File: config.mk
export PLATFORM = sky130hd
export DESIGN_NAME = bearing_line_triangulator_top
export DESIGN_NICKNAME = d
export VERILOG_FILES = /design/src/hw/rtl/blt_pkg.sv /design/src/hw/rtl/bearing_line_triangulator_top.sv /design/src/hw/rtl/blt_datapath.sv /design/src/hw/rtl/blt_ctrl.sv
export SDC_FILE = /design/constraint.sdc
export NUM_CORES = 2
export LEC_CHECK = 0
export ABC_AREA = 1
export BUFFER_PORTS_ARGS = -buffer_cell sky130_fd_sc_hd__buf_4
export CELL_PAD_IN_SITES_DETAIL_PLACEMENT = 1
export CELL_PAD_IN_SITES_GLOBAL_PLACEMENT = 1
export CORE_ASPECT_RATIO = 0.75
export CORE_UTILIZATION = 49
export CTS_CLUSTER_DIAMETER = 60
export DETAILED_ROUTE_END_ITERATION = 8
export GPL_ROUTABILITY_DRIVEN = 1
export GPL_TIMING_DRIVEN = 0
export PLACE_DENSITY = 0.82
export SYNTH_ARGS = -nofsm -noshare
export SYNTH_HDL_FRONTEND = slang
export SYNTH_SLANG_ARGS = --single-unit
File: constraint.sdc
create_clock -name clock -period 15.97 [get_ports clock]
set_input_delay 3.194 -clock clock [delete_from_list [all_inputs] [get_ports clock]]
set_output_delay 3.194 -clock clock [all_outputs]
set_load 0.01 [all_outputs]
File: src/hw/rtl/blt_pkg.sv
// Package: shared constants, types and tables for the bearing line triangulator.
`default_nettype none
package blt_pkg;

   localparam int COORD_FRAC_BITS_DEF = 8;
   localparam int ANGLE_BITS_DEF      = 16;
   localparam int COORD_W             = 17;
   localparam int BEARING_W           = 16;
   localparam int BOX_W               = 16;
   localparam int LIMIT_W             = 8;
   localparam int TRIG_W              = 18;   // sine and cosine, scale 2^16, signed
   localparam int MUL_W               = 36;   // second multiplier operand, signed
   localparam int CORDIC_ITERS        = 16;
   localparam int ZW                  = 33;   // residual angle, 2^-32 turn, signed
   localparam int WIDE_W              = 80;   // products and numerators
   localparam int QUOT_W              = 64;   // division result range
   localparam int CSR_ADDR_W          = 2;
   localparam int CNT_W               = 7;

   localparam logic [CSR_ADDR_W-1:0] CSR_BOX_MIN   = 2'd0;
   localparam logic [CSR_ADDR_W-1:0] CSR_BOX_MAX   = 2'd1;
   localparam logic [CSR_ADDR_W-1:0] CSR_RES_LIMIT = 2'd2;

   localparam logic [BOX_W-1:0]   BOX_MIN_RST   = 16'd256;
   localparam logic [BOX_W-1:0]   BOX_MAX_RST   = 16'd51200;
   localparam logic [LIMIT_W-1:0] RES_LIMIT_RST = 8'd26;
   localparam logic signed [TRIG_W-1:0] CORDIC_X0 = 18'sd39797;

   // Datapath operations issued by the controller.
   typedef enum logic [3:0] {
      OP_NONE,
      OP_LOAD,      // capture the new pose, start the CORDIC on the current bearing
      OP_CORDIC,    // one CORDIC iteration
      OP_TRIG1,     // store current sine and cosine, restart on the previous bearing
      OP_TRIG2,     // store previous sine and cosine
      OP_MUL,       // one product of the multiply schedule
      OP_DIV_X,     // start division for X
      OP_DIV_Y,     // start division for Y
      OP_DIV_STEP,  // one quotient bit
      OP_DIV_DONE_X,
      OP_DIV_DONE_Y,
      OP_DECIDE     // box, residual, latch
   } dp_op_type;

   typedef struct packed {
      dp_op_type        op;
      logic [CNT_W-1:0] step;
   } dp_cmd_type;

   typedef struct packed {
      logic det_zero;
      logic box_ok;
   } dp_status_type;

   function automatic logic [31:0] atan_turn(input logic [3:0] i);
      logic [31:0] v;
      begin
         unique case (i)
            4'd0:  v = 32'd536870912;
            4'd1:  v = 32'd316933406;
            4'd2:  v = 32'd167458907;
            4'd3:  v = 32'd85004756;
            4'd4:  v = 32'd42667331;
            4'd5:  v = 32'd21354465;
            4'd6:  v = 32'd10679838;
            4'd7:  v = 32'd5340245;
            4'd8:  v = 32'd2670163;
            4'd9:  v = 32'd1335087;
            4'd10: v = 32'd667544;
            4'd11: v = 32'd333772;
            4'd12: v = 32'd166886;
            4'd13: v = 32'd83443;
            4'd14: v = 32'd41722;
            default: v = 32'd20861;
         endcase
         return v;
      end
   endfunction

endpackage
`default_nettype wire

File: src/hw/rtl/bearing_line_triangulator_top.sv
// Top level: bearing line triangulator with stream ports and register port.
`default_nettype none
// Each request transaction carries an observer pose (x, y in signed Q9.8, bearing
// as a fraction of a turn). The block intersects its bearing line with that of
// the previous pose and, if the point lies in the box and both residuals stay
// below the limit, latches it as the victim position and sets the sticky found
// flag. One response transaction follows each request. Each item passes through
// two 16-step CORDIC passes on one shared rotator, fourteen sequential products
// on one multiplier and two 80-step restoring divisions on one shared divider;
// parallel lines skip the divisions and the residual products. Register writes
// are taken at any time but must only be issued while the block is idle.
module bearing_line_triangulator_top
   import blt_pkg::*;
#(
   parameter int COORD_FRAC_BITS = COORD_FRAC_BITS_DEF,
   parameter int ANGLE_BITS      = ANGLE_BITS_DEF
) (
   input  wire logic                  clock,
   input  wire logic                  reset,
   input  wire logic                  req_tvalid,
   output logic                       req_tready,
   input  wire logic [55:0]           req_tdata,  // pose_x[16:0], pose_y[33:17], bearing[49:34]
   output logic                       rsp_tvalid,
   input  wire logic                  rsp_tready,
   output logic [39:0]                rsp_tdata,  // found[0], victim_x[17:1], victim_y[34:18]
   input  wire logic                  csr_valid,
   output logic                       csr_ready,
   input  wire logic [CSR_ADDR_W-1:0] csr_index,
   input  wire logic [BOX_W-1:0]      csr_data
);
   logic [BOX_W-1:0]   box_min_ff, box_max_ff;
   logic [LIMIT_W-1:0] lim_ff;
   dp_cmd_type         cmd;
   dp_status_type      status;
   logic               found;
   logic signed [COORD_W-1:0] vx, vy;

   assign csr_ready = 1'b1;

   // register writes: unknown index is dropped
   always_ff @(posedge clock) begin
      if (reset) begin
         box_min_ff <= BOX_MIN_RST;
         box_max_ff <= BOX_MAX_RST;
         lim_ff     <= RES_LIMIT_RST;
      end else if (csr_valid) begin
         unique case (csr_index)
            CSR_BOX_MIN:   box_min_ff <= csr_data;
            CSR_BOX_MAX:   box_max_ff <= csr_data;
            CSR_RES_LIMIT: lim_ff     <= csr_data[LIMIT_W-1:0];
            default: ;
         endcase
      end
   end

   blt_ctrl u_ctrl (
      .clock, .reset, .req_tvalid, .req_tready, .rsp_tvalid, .rsp_tready,
      .cmd, .status
   );

   blt_datapath #(.COORD_FRAC_BITS(COORD_FRAC_BITS), .ANGLE_BITS(ANGLE_BITS)) u_dp (
      .clock, .reset, .cmd, .status,
      .pose_x(req_tdata[16:0]), .pose_y(req_tdata[33:17]), .bearing(req_tdata[49:34]),
      .box_min(box_min_ff), .box_max(box_max_ff), .residual_limit(lim_ff),
      .found, .victim_x(vx), .victim_y(vy)
   );

   assign rsp_tdata = {5'd0, vy, vx, found};
endmodule
`default_nettype wire

File: src/hw/rtl/blt_datapath.sv
// Datapath: CORDIC, multiply schedule, serial divider, box and residual test.
`default_nettype none
module blt_datapath
   import blt_pkg::*;
#(
   parameter int COORD_FRAC_BITS = COORD_FRAC_BITS_DEF,
   parameter int ANGLE_BITS      = ANGLE_BITS_DEF
) (
   input  wire logic                        clock,
   input  wire logic                        reset,
   input  wire dp_cmd_type                  cmd,
   output dp_status_type                    status,
   input  wire logic signed [COORD_W-1:0]   pose_x,
   input  wire logic signed [COORD_W-1:0]   pose_y,
   input  wire logic [BEARING_W-1:0]        bearing,
   input  wire logic [BOX_W-1:0]            box_min,
   input  wire logic [BOX_W-1:0]            box_max,
   input  wire logic [LIMIT_W-1:0]          residual_limit,
   output logic                             found,
   output logic signed [COORD_W-1:0]        victim_x,
   output logic signed [COORD_W-1:0]        victim_y
);
   localparam int SHIFT_L = 32 - ANGLE_BITS;
   localparam int PROD_W  = TRIG_W + MUL_W;
   localparam logic signed [COORD_W-1:0] M10 =
      ((10 << COORD_FRAC_BITS) > 65536) ? -(COORD_W'(65536))
                                        : -(COORD_W'(10 << COORD_FRAC_BITS));
   localparam logic signed [COORD_W-1:0] M1 = -(COORD_W'(1 << COORD_FRAC_BITS));

   // pose history and latched target
   logic signed [COORD_W-1:0] x1_ff, x1_in, y1_ff, y1_in;
   logic signed [COORD_W-1:0] x2_ff, y2_ff, x2_in, y2_in;
   logic [BEARING_W-1:0]      a2_ff, a2_in;
   logic signed [COORD_W-1:0] tx_ff, tx_in, ty_ff, ty_in;
   logic                      found_ff, found_in;
   logic [BEARING_W-1:0]      pend_a_ff, pend_a_in;

   // CORDIC
   logic signed [TRIG_W-1:0]  cx_ff, cy_ff, cx_in, cy_in;
   logic signed [ZW-1:0]      cz_ff, cz_in;
   logic [1:0]                cq_ff, cq_in;
   logic signed [TRIG_W-1:0]  c1_ff, s1_ff, c2_ff, s2_ff, trig_c, trig_s;

   // products
   logic signed [WIDE_W-1:0]  b1_ff, b2_ff, det_ff, nx_ff, ny_ff, acc_ff;
   logic signed [WIDE_W-1:0]  r1_ff, r2_ff;
   logic signed [QUOT_W-1:0]  px_ff, py_ff;

   // divider
   logic [WIDE_W-1:0]         dn_ff, dd_ff, rem_ff, quo_ff;
   logic                      dneg_ff;

   logic signed [TRIG_W-1:0]  ma;
   logic signed [MUL_W-1:0]   mb;
   logic signed [PROD_W-1:0]  prod_full;
   logic signed [WIDE_W-1:0]  prod;
   logic [WIDE_W-1:0]         rem_sh;
   logic [ZW-1:0]             phase;
   logic [3:0]                it;
   logic signed [TRIG_W-1:0]  dx, dy;
   logic signed [WIDE_W-1:0]  q_signed, lim;
   logic                      box_ok;

   function automatic logic [WIDE_W-1:0] absw(input logic signed [WIDE_W-1:0] v);
      return v[WIDE_W-1] ? WIDE_W'(-v) : WIDE_W'(v);
   endfunction

   function automatic logic [ZW-1:0] phase_of(input logic [BEARING_W-1:0] a);
      logic [63:0] w;
      begin
         w = (64'(a) & ((64'd1 << ANGLE_BITS) - 64'd1)) << SHIFT_L;
         return {1'b0, w[31:0]};
      end
   endfunction

   assign it     = cmd.step[3:0];
   assign dx     = cy_ff >>> it;
   assign dy     = cx_ff >>> it;
   assign phase  = phase_of(cmd.op == OP_LOAD ? bearing : a2_ff);

   always_comb begin
      unique case (cq_ff)
         2'd0: begin trig_c = cx_ff;  trig_s = cy_ff;  end
         2'd1: begin trig_c = -cy_ff; trig_s = cx_ff;  end
         2'd2: begin trig_c = -cx_ff; trig_s = -cy_ff; end
         default: begin trig_c = cy_ff; trig_s = -cx_ff; end
      endcase
   end

   // one multiply per step: a trig value times a pose, trig value, line term or offset of the point from a pose
   always_comb begin
      ma = '0;
      mb = '0;
      unique case (cmd.step[3:0])
         4'd0:  begin ma = s1_ff; mb = MUL_W'(x1_ff); end
         4'd1:  begin ma = c1_ff; mb = MUL_W'(y1_ff); end
         4'd2:  begin ma = s2_ff; mb = MUL_W'(x2_ff); end
         4'd3:  begin ma = c2_ff; mb = MUL_W'(y2_ff); end
         4'd4:  begin ma = s2_ff; mb = MUL_W'(c1_ff); end
         4'd5:  begin ma = s1_ff; mb = MUL_W'(c2_ff); end
         4'd6:  begin ma = c2_ff; mb = MUL_W'(b1_ff); end
         4'd7:  begin ma = c1_ff; mb = MUL_W'(b2_ff); end
         4'd8:  begin ma = s2_ff; mb = MUL_W'(b1_ff); end
         4'd9:  begin ma = s1_ff; mb = MUL_W'(b2_ff); end
         4'd10: begin ma = s1_ff; mb = MUL_W'(px_ff - QUOT_W'(x1_ff)); end
         4'd11: begin ma = c1_ff; mb = MUL_W'(py_ff - QUOT_W'(y1_ff)); end
         4'd12: begin ma = s2_ff; mb = MUL_W'(px_ff - QUOT_W'(x2_ff)); end
         4'd13: begin ma = c2_ff; mb = MUL_W'(py_ff - QUOT_W'(y2_ff)); end
         default: begin ma = '0; mb = '0; end
      endcase
   end
   assign prod_full = ma * mb;
   assign prod   = WIDE_W'(prod_full);
   assign rem_sh = {rem_ff[WIDE_W-2:0], dn_ff[WIDE_W-1]};
   assign q_signed = dneg_ff ? -$signed(quo_ff) : $signed(quo_ff);
   assign lim    = WIDE_W'(residual_limit) << (COORD_FRAC_BITS + 8);
   assign box_ok = px_ff >= QUOT_W'(box_min) && px_ff <= QUOT_W'(box_max)
                && py_ff >= QUOT_W'(box_min) && py_ff <= QUOT_W'(box_max);

   always_comb begin
      cx_in = cx_ff; cy_in = cy_ff; cz_in = cz_ff; cq_in = cq_ff;
      if (cmd.op == OP_LOAD || cmd.op == OP_TRIG1) begin
         cx_in = CORDIC_X0;
         cy_in = '0;
         cz_in = ZW'(phase[29:0]);
         cq_in = phase[31:30];
      end else if (cmd.op == OP_CORDIC) begin
         if (!cz_ff[ZW-1]) begin
            cx_in = cx_ff - dx; cy_in = cy_ff + dy;
            cz_in = cz_ff - ZW'(atan_turn(it));
         end else begin
            cx_in = cx_ff + dx; cy_in = cy_ff - dy;
            cz_in = cz_ff + ZW'(atan_turn(it));
         end
      end
   end

   always_comb begin
      x1_in = x1_ff; y1_in = y1_ff; pend_a_in = pend_a_ff;
      x2_in = x2_ff; y2_in = y2_ff; a2_in = a2_ff;
      tx_in = tx_ff; ty_in = ty_ff; found_in = found_ff;
      if (cmd.op == OP_LOAD) begin
         // shift the held pose into history as the new one arrives
         x2_in = x1_ff; y2_in = y1_ff; a2_in = pend_a_ff;
         x1_in = pose_x; y1_in = pose_y; pend_a_in = bearing;
      end
      if (cmd.op == OP_DECIDE && box_ok && r1_ff < lim && r2_ff < lim) begin
         tx_in = COORD_W'(px_ff); ty_in = COORD_W'(py_ff); found_in = 1'b1;
      end
   end

   always_ff @(posedge clock) begin
      if (reset) begin
         x1_ff <= '0; y1_ff <= M10; pend_a_ff <= '0;
         x2_ff <= '0; y2_ff <= M10; a2_ff <= '0;
         tx_ff <= M1; ty_ff <= M1; found_ff <= 1'b0;
      end else begin
         x1_ff <= x1_in; y1_ff <= y1_in; pend_a_ff <= pend_a_in;
         x2_ff <= x2_in; y2_ff <= y2_in; a2_ff <= a2_in;
         tx_ff <= tx_in; ty_ff <= ty_in; found_ff <= found_in;
      end
   end

   always_ff @(posedge clock) begin
      cx_ff <= cx_in; cy_ff <= cy_in; cz_ff <= cz_in; cq_ff <= cq_in;
      unique case (cmd.op)
         OP_TRIG1: begin c1_ff <= trig_c; s1_ff <= trig_s; end
         OP_TRIG2: begin c2_ff <= trig_c; s2_ff <= trig_s; end
         OP_MUL: begin
            unique case (cmd.step[3:0])
               4'd0, 4'd2, 4'd10, 4'd12: acc_ff <= -prod;
               4'd1:  b1_ff  <= acc_ff + prod;
               4'd3:  b2_ff  <= acc_ff + prod;
               4'd4, 4'd6, 4'd8: acc_ff <= prod;
               4'd5:  det_ff <= acc_ff - prod;
               4'd7:  nx_ff  <= acc_ff - prod;
               4'd9:  ny_ff  <= acc_ff - prod;
               4'd11: r1_ff  <= acc_ff + prod;
               4'd13: r2_ff  <= acc_ff + prod;
               default: acc_ff <= acc_ff;
            endcase
         end
         OP_DIV_X, OP_DIV_Y: begin
            dn_ff   <= absw(cmd.op == OP_DIV_X ? nx_ff : ny_ff);
            dd_ff   <= absw(det_ff);
            dneg_ff <= (cmd.op == OP_DIV_X ? nx_ff[WIDE_W-1] : ny_ff[WIDE_W-1])
                       ^ det_ff[WIDE_W-1];
            rem_ff  <= '0;
            quo_ff  <= '0;
         end
         OP_DIV_STEP: begin
            dn_ff <= {dn_ff[WIDE_W-2:0], 1'b0};
            if (rem_sh >= dd_ff) begin
               rem_ff <= rem_sh - dd_ff;
               quo_ff <= {quo_ff[WIDE_W-2:0], 1'b1};
            end else begin
               rem_ff <= rem_sh;
               quo_ff <= {quo_ff[WIDE_W-2:0], 1'b0};
            end
         end
         OP_DIV_DONE_X: px_ff <= QUOT_W'(q_signed);
         OP_DIV_DONE_Y: py_ff <= QUOT_W'(q_signed);
         default: ;
      endcase
   end

   assign status.det_zero = (det_ff == '0);
   assign status.box_ok   = box_ok;
   assign found    = found_ff;
   assign victim_x = tx_ff;
   assign victim_y = ty_ff;

   a_found_sticky: assert property (@(posedge clock) disable iff (reset)
      found_ff |=> found_ff) else $error("found flag cleared");
   a_latch_in_box: assert property (@(posedge clock) disable iff (reset)
      $rose(found_ff) |-> $past(box_ok)) else $error("latched outside box");
   a_hold_target: assert property (@(posedge clock) disable iff (reset)
      (cmd.op != OP_DECIDE) |=> $stable(tx_ff) && $stable(ty_ff))
      else $error("target moved outside decision");
endmodule
`default_nettype wire

File: src/hw/rtl/blt_ctrl.sv
// Controller: sequences one transaction through the datapath.
`default_nettype none
module blt_ctrl
   import blt_pkg::*;
(
   input  wire logic          clock,
   input  wire logic          reset,
   input  wire logic          req_tvalid,
   output logic               req_tready,
   output logic               rsp_tvalid,
   input  wire logic          rsp_tready,
   output dp_cmd_type         cmd,
   input  wire dp_status_type status
);
   typedef enum logic [8:0] {
      S_IDLE  = 9'b000000001,
      S_COR1  = 9'b000000010,
      S_COR2  = 9'b000000100,
      S_TRIG2 = 9'b000001000,
      S_MUL   = 9'b000010000,
      S_DIVX  = 9'b000100000,
      S_DIVY  = 9'b001000000,
      S_RES   = 9'b010000000,
      S_OUT   = 9'b100000000
   } state_type;

   state_type        state_ff, state_in;
   logic [CNT_W-1:0] cnt_ff, cnt_in;

   always_comb begin
      state_in = state_ff;
      cnt_in   = cnt_ff;
      cmd.op   = OP_NONE;
      cmd.step = cnt_ff;
      req_tready = 1'b0;
      rsp_tvalid = 1'b0;
      unique case (state_ff)
         S_IDLE: begin
            req_tready = 1'b1;
            if (req_tvalid) begin
               cmd.op = OP_LOAD; state_in = S_COR1; cnt_in = '0;
            end
         end
         S_COR1: begin
            if (cnt_ff == CNT_W'(CORDIC_ITERS)) begin
               cmd.op = OP_TRIG1; state_in = S_COR2; cnt_in = '0;
            end else begin
               cmd.op = OP_CORDIC; cnt_in = cnt_ff + 1'b1;
            end
         end
         S_COR2: begin
            if (cnt_ff == CNT_W'(CORDIC_ITERS)) begin
               cmd.op = OP_TRIG2; state_in = S_MUL; cnt_in = '0;
            end else begin
               cmd.op = OP_CORDIC; cnt_in = cnt_ff + 1'b1;
            end
         end
         S_TRIG2: state_in = S_MUL;
         S_MUL: begin
            cmd.op = OP_MUL; cnt_in = cnt_ff + 1'b1;
            if (cnt_ff == CNT_W'(9)) begin
               cnt_in = '0;
               state_in = S_DIVX;
            end
         end
         S_DIVX: begin
            if (status.det_zero) state_in = S_OUT;
            else if (cnt_ff == '0) begin cmd.op = OP_DIV_X; cnt_in = CNT_W'(1); end
            else if (cnt_ff == CNT_W'(WIDE_W + 1)) begin
               cmd.op = OP_DIV_DONE_X; cnt_in = '0; state_in = S_DIVY;
            end else begin cmd.op = OP_DIV_STEP; cnt_in = cnt_ff + 1'b1; end
         end
         S_DIVY: begin
            if (cnt_ff == '0) begin cmd.op = OP_DIV_Y; cnt_in = CNT_W'(1); end
            else if (cnt_ff == CNT_W'(WIDE_W + 1)) begin
               cmd.op = OP_DIV_DONE_Y; cnt_in = CNT_W'(10); state_in = S_RES;
            end else begin cmd.op = OP_DIV_STEP; cnt_in = cnt_ff + 1'b1; end
         end
         S_RES: begin
            if (cnt_ff == CNT_W'(14)) begin
               if (status.box_ok) cmd.op = OP_DECIDE;
               state_in = S_OUT;
            end else begin
               cmd.op = OP_MUL; cnt_in = cnt_ff + 1'b1;
            end
         end
         S_OUT: begin
            rsp_tvalid = 1'b1;
            if (rsp_tready) state_in = S_IDLE;
         end
         default: state_in = S_IDLE;
      endcase
   end

   always_ff @(posedge clock) begin
      if (reset) begin
         state_ff <= S_IDLE;
         cnt_ff   <= '0;
      end else begin
         state_ff <= state_in;
         cnt_ff   <= cnt_in;
      end
   end

   a_no_take_busy: assert property (@(posedge clock) disable iff (reset)
      rsp_tvalid |-> !req_tready) else $error("input taken while result pending");
   a_out_from_work: assert property (@(posedge clock) disable iff (reset)
      $rose(rsp_tvalid) |-> $past(state_ff == S_DIVX || state_ff == S_RES))
      else $error("result without work");
   a_cnt_bound: assert property (@(posedge clock) disable iff (reset)
      cnt_ff <= CNT_W'(WIDE_W + 1)) else $error("counter overrun");
endmodule
`default_nettype wire

---- Word level (Yosys, flattened, before mapping) ----
Memories as Yosys holds them, arrays and structs flattened. A register that Yosys moved wholly into a read port is not among the register bits.
Cells that the tools add are included.
W data, S select, Z words.
storage, ports and cells
  ROM bits ................................ 960
  register bits ........................... 1,318
  output and inout port bits .............. 43
  memories ................................ 2
memories
  name              depth  bits a word  read ports  clocked after memory_dff  write ports  RTL line       RTL
  (name not given)  16     30           1           1                         0            blt_pkg.sv:58  unique case (i)
  (name not given)  16     30           1           1                         0            blt_pkg.sv:58
operators by class
  bitwise logic cells ..................... 1
  add/sub/neg operators ................... 20
  magnitude comparators ................... 7
  multiplexer cells ....................... 66
  eq/ne operators ......................... 53
  shift-type cells ........................ 2
  $mul .................................... 1
  reduce and logical (&&, ||, !) cells .... 39
operators by type and width
  operator           count
  $pmux W36 S12      1
  $pmux W80 S2       2
  $mux W32           6
  $lt A80 B25 Y1     2
  $mux W80           2
  $neg A80 Y80       2
  $mux W79           2
  $pmux W79 S2       1
  $sub A36 B17 Y36   4
  $ge A64 B16 Y1     2
  $le A64 B16 Y1     2
  $pmux W64 S2       1
  $pmux W18 S3       2
  $mux W9            11
  $pmux W9 S9        1
  $add A80 B54 Y80   1
  $ge A80 B80 Y1     1
  $logic_not A80 Y1  1
  $neg A54 Y80       1
  $sub A80 B54 Y80   1
  $sub A79 B79 Y79   1
  $pmux W18 S4       1
  $mux W64           1
  $neg A64 Y64       1
  55 further kinds   139

---- Logic depth before layout (Yosys ltp) ----
  depth after elaboration ................. 14
  depth in mapped cells ................... 70
  depth with buffers taken out ............ 64

---- By module ----
A second synthesis with hierarchy kept.
second synthesis, totals
  cell total of the unflattened synthesis .. 14,224
  area total of the unflattened synthesis .. 110,050.5 sq um
by module, submodules not included
  module                         times used  area each (sq um)  cells an instance
  blt_datapath                   1           106,729.9          13,710
  bearing_line_triangulator_top  1           1,735.4            259
  blt_ctrl                       1           1,585.3            255

---- Worst setup path before layout ----
Ideal clock, no wire load.
  kind .................................... register -> register
  start ................................... reg u_ctrl.cnt_ff[1]
  end ..................................... reg u_dp.det_ff[74] (data pin)
  arrival ................................. 12.693 ns
  period minus slack after synthesis ...... 12.954 ns
  cell stages (with the launch flop) ...... 51
  setup slack ............................. 3.016 ns
  cell sequence ........................... dfxtp_1 -> buf_2 -> inv_1 -> buf_2 -> buf_2 -> ha_1 -> nand2_1 -> o21ai_0 -> ha_1 -> a21oi_1 -> inv_1 -> a31oi_1 -> o21ai_0 -> a21oi_1 -> nand3_1 -> a21boi_0 -> xor2_1 -> nand2_1 -> [15 not listed] -> inv_1 -> ha_1 -> inv_1 -> nor4_1 -> nand2_1 -> o21ai_1 -> xor2_2 -> inv_2 -> ha_1 -> a21oi_1 -> inv_1 -> a21oi_1 -> o21ai_0 -> a221oi_1 -> nand2_1 -> nand3b_1 -> nand3_1 -> nand2_1
between the ends
  longest elaborated chain between the ends .. 5
RTL lines
  item                                                      RTL line             RTL
  start: declaration                                        blt_ctrl.sv:28       logic [CNT_W-1:0] cnt_ff, cnt_in;
  start signal: assignment                                  blt_ctrl.sv:101      cnt_ff <= cnt_in;
  $eq A4 B3 Y1, or another cell as far along                blt_datapath.sv:94   unique case (cmd.step[3:0])
  $reduce_or A2 Y1 (no line), or another cell as far along  -
  $pmux W36 S12 or $pmux W18 S4 (tied branches)             blt_datapath.sv:94
  $mul A18 B36 Y54 *                                        blt_datapath.sv:112  assign prod_full = ma * mb;
  $sub A80 B54 Y80 *                                        blt_datapath.sv:175  4'd5: det_ff <= acc_ff - prod;
  end signal: assignment                                    blt_datapath.sv:175
  end: declaration                                          blt_datapath.sv:45   logic signed [WIDE_W-1:0] b1_ff, b2_ff, det_ff, nx_ff, ny_ff, acc_ff;
Mark *: on every way between the ends. The rest lies on a longest branch, timed or not.
A chain may end at the register's enable or synchronous reset.

---- Final worst setup path ----
  start ................................... reg u_ctrl.cnt_ff[1]
  end ..................................... reg u_dp.nx_ff[68] (data pin)
between the ends
  longest elaborated chain between the ends .. 5
RTL lines
  item                                                      RTL line             RTL
  $eq A4 B3 Y1, or another cell as far along                blt_datapath.sv:94
  $reduce_or A2 Y1 (no line), or another cell as far along  -
  $pmux W36 S12 or $pmux W18 S4 (tied branches)             blt_datapath.sv:94
  $mul A18 B36 Y54 *                                        blt_datapath.sv:112
  $sub A80 B54 Y80 *                                        blt_datapath.sv:176  4'd7: nx_ff <= acc_ff - prod;
  end signal: assignment                                    blt_datapath.sv:176
  end: declaration                                          blt_datapath.sv:45
Marked as above.

==> impl_metrics.json <==
{
  "status": "finished clean",
  "syn_inst": 14153,
  "rsz0062_at_grt": "no",
  "num_vias": 105771,
  "die_width_um": 549,
  "yosysSeqAreaShare_pct": 33.4,
  "clkTransAtPathRegs_ns": 0.07,
  "drcViolationCount": 0,
  "fill_cells": 27668,
  "synth_edf_count": 1040,
  "design_area_um2": 121000,
  "final_nets": 15781,
  "cap_violations": 0,
  "rows": 150,
  "max_freq_mhz": 63.2,
  "area_delta_synth_final_pct": 10.0,
  "core_um2": 223000,
  "cts_tree": "yes",
  "end_kind": "flip-flop",
  "cp_common_cell": "nand2_1",
  "syn_avg_cell_area_um2": 7.78,
  "drt_iter0_drc": 12995,
  "timing.reg2reg.setup_slack_ns": 0.14,
  "io_pins": 122,
  "die-area_um2": 227000,
  "die_y_um": 413,
  "cts.root.buffer_cell": "clkbuf_16",
  "met2_usage_pct": 58.3,
  "crit_path_max_incr_delay_ns": 0.68,
  "start_util_pct": 49.3,
  "grtUsageMet1_pct": 61.8,
  "start_kind": "flip-flop",
  "min_path_type": "flip-flop to flip-flop",
  "setup_violations": 0,
  "period_minus_slack_ns": 15.83,
  "antenna_left": 0,
  "first_pass_iters": 8,
  "tightest_slew_ns": 1.43,
  "critPathKind": "flip-flop to flip-flop",
  "arrival_ns": 16.27,
  "synth_seq_cells": 1315,
  "holdBufCountCts": 0,
  "routed_wl_um": 483000,
  "hold_viol": 0,
  "use_met3_pct": 13.4,
  "finClkSkew_ns": 0.0953,
  "antenna_found_initial": 29,
  "cts.sinks": 1315,
  "grt_pass1_wl_um": 705000,
  "finalCritPeriodShare_pct": 99.1,
  "worst-path-max-fanout": 11,
  "worstPathRequired_ns": 16.41,
  "cts_buffer_depth": 4,
  "drive_gt1_share_pct": 5.30,
  "critPathSlowestCell": "nand3_2",
  "yosysWarnings": 0,
  "synthTopCellsByArea": "edfxtp_1 (28%), fa_1 (11%), nand2_1 (11%)",
  "placed_cell_area_um2": 116000,
  "clk_latency_ns": 0.90,
  "track_usage_pct": 42.1,
  "cts_max_level": 4,
  "synth.top_cell.area_share_pct": 28.4,
  "synth.distinct_cells": 86,
  "relSlewSlack_pct": 4.23,
  "async_reset_ff_share_pct": 0,
  "finalWeightedCongestion": 1.02,
  "io_buffer_count": 108,
  "yosys.area.top_type": "edfxtp_1",
  "synth_ff_type": "edfxtp_1",
  "grt_remaining_overflow": 0,
  "numCtsBuffers": 162,
  "synth_area_um2": 110000,
  "wl_per_cell_um": 27.5,
  "first_global_vias": 106802,
  "viasPerCell": 6.02,
  "drv_slew": 0,
  "hpwlAfterDp_um": 398000,
  "grt_max_degree": 56,
  "top_usage_layer": "met1"
}
[path summary, 6_finish.rpt]
check | startpoint | end | cells past startpoint
max | u_ctrl.cnt_ff[1]$_SDFFE_PP0P_ | u_dp.nx_ff[68]$_DFFE_PP_ | 52
max reg2reg | u_ctrl.cnt_ff[1]$_SDFFE_PP0P_ | u_dp.nx_ff[68]$_DFFE_PP_ | 52
min | u_dp.victim_x[16]$_SDFFE_PP1P_ | u_dp.victim_x[16]$_SDFFE_PP1P_ | 2
min reg2reg | u_dp.victim_x[16]$_SDFFE_PP1P_ | u_dp.victim_x[16]$_SDFFE_PP1P_ | 2
[critical path: cells and delay by family, from the launching register on]
family / cells / cell delay (ns)
AO/OA/AOI/OAI: 11 / 3.18
XOR/XNOR: 1 / 0.23
adder cells (fa/ha/maj): 10 / 4.84
buffers and inverters: 13 / 2.92
flip-flops: 1 / 0.33
AND/OR/NAND/NOR: 17 / 3.90
[layout make-up]
type	count	area (um^2)	share of cell area, %
multi-input cells	9971	62800	51.8
flip-flops and latches	1315	36700	30.3
inverters	2468	9270	7.65
clock buffers	191	4330	3.58
well taps	2964	3710	3.06
plain buffers	401	1770	1.46
repair buffers	157	1640	1.35
clock inverters	95	872	0.720
diodes	11	27.5	0.0227
[cell families (layout without fill, tap and decap cells)]
logic type	Yosys count	after routing	share of synthesized area (%)
other	2	17	0.00682
multiplexers	12	12	0.109
AO/OA/AOI/OAI	2181	2181	11.2
XOR/XNOR	584	584	4.69
flip-flops	1315	1315	33.4
adder cells (fa/ha/maj)	1226	1226	18.2
buffers and inverters	2871	3312	10.0
AND/OR/NAND/NOR	5962	5962	22.5
[per-stage QoR]
step	TNS, ns	utilization (%)	instances	worst slack [ns]	hold slack [ns]
final	0	54.3	17573	0.137	0.453
after global routing	0	54.3	17563	0.0543	0.469
after global placement	-751.54	51.4	17229	-2.48	0.432
after floorplan	0	-	14157	3.02	0.433
after detailed placement	-4.09	51.8	17267	-0.421	0.439
after CTS	0	54.1	17553	0.0157	0.453
[per-layer routing]
layer / routed length, um / vias to the layer above
met5: 142 / -
met4: 15300 / 20
met3: 64100 / 806
met2: 192000 / 5661
met1: 211000 / 52997
li1: - / 46287
[repair_timing]
action	4_1_cts	5_1_grt
gates resized for setup	6	82
setup buffers	0	10
pin swaps	0	5
endpoints found under the setup margin	20	248
gates cloned	0	0
[Yosys cell counts (39+ instances only)]
cell type  instances
nor2_2            39
o21ai_0          694
ha_1             600
nor3_1           143
a31oi_1          106
o21bai_1          39
buf_2             54
nand4_1          165
a21o_1            42
inv_1           2428
edfxtp_1        1040
a21oi_1          913
nand2_1         3278
xor2_1           426
nand3_1          560
or2_2             48
o21a_1            47
o211ai_1          74
nor4_1           103
nor2_1          1497
o21ai_1           49
xnor2_1          151
clkbuf_1         294
dfxtp_1          275
fa_1             626
[flip-flops by register name, indices dropped and copies added (netlist names), 79 cells and up, named ones only]
signal and count:
u_dp.acc_ff 80, u_dp.dd_ff 80, u_dp.det_ff 80, u_dp.dn_ff 80, u_dp.nx_ff 80, u_dp.ny_ff 80, u_dp.rem_ff 79
[placed cells by master, fill, tap and decap left out, types with 47 or more instances in the layout]
cell / Yosys / layout
nor2_1: 1497 / 1486
o21ai_1: 49 / 63
o21a_1: 47 / 47
o211ai_1: 74 / 74
xor2_1: 426 / 416
buf_2: 54 / 54
o21ai_0: 694 / 677
fa_1: 626 / 625
clkbuf_1: 294 / 294
nand4_1: 165 / 165
clkbuf_16: 0 / 166
inv_1: 2428 / 2427
nand3_1: 560 / 547
a21oi_1: 913 / 911
edfxtp_1: 1040 / 1040
nor4_1: 103 / 102
ha_1: 600 / 597
or2_2: 48 / 48
dfxtp_1: 275 / 275
buf_4: 19 / 140
nor3_1: 143 / 143
xnor2_1: 151 / 150
a31oi_1: 106 / 106
nand2_1: 3278 / 3278
Power is not shown: default switching activity piles up to over one toggle a cycle in this logic, so the estimate is an artifact.
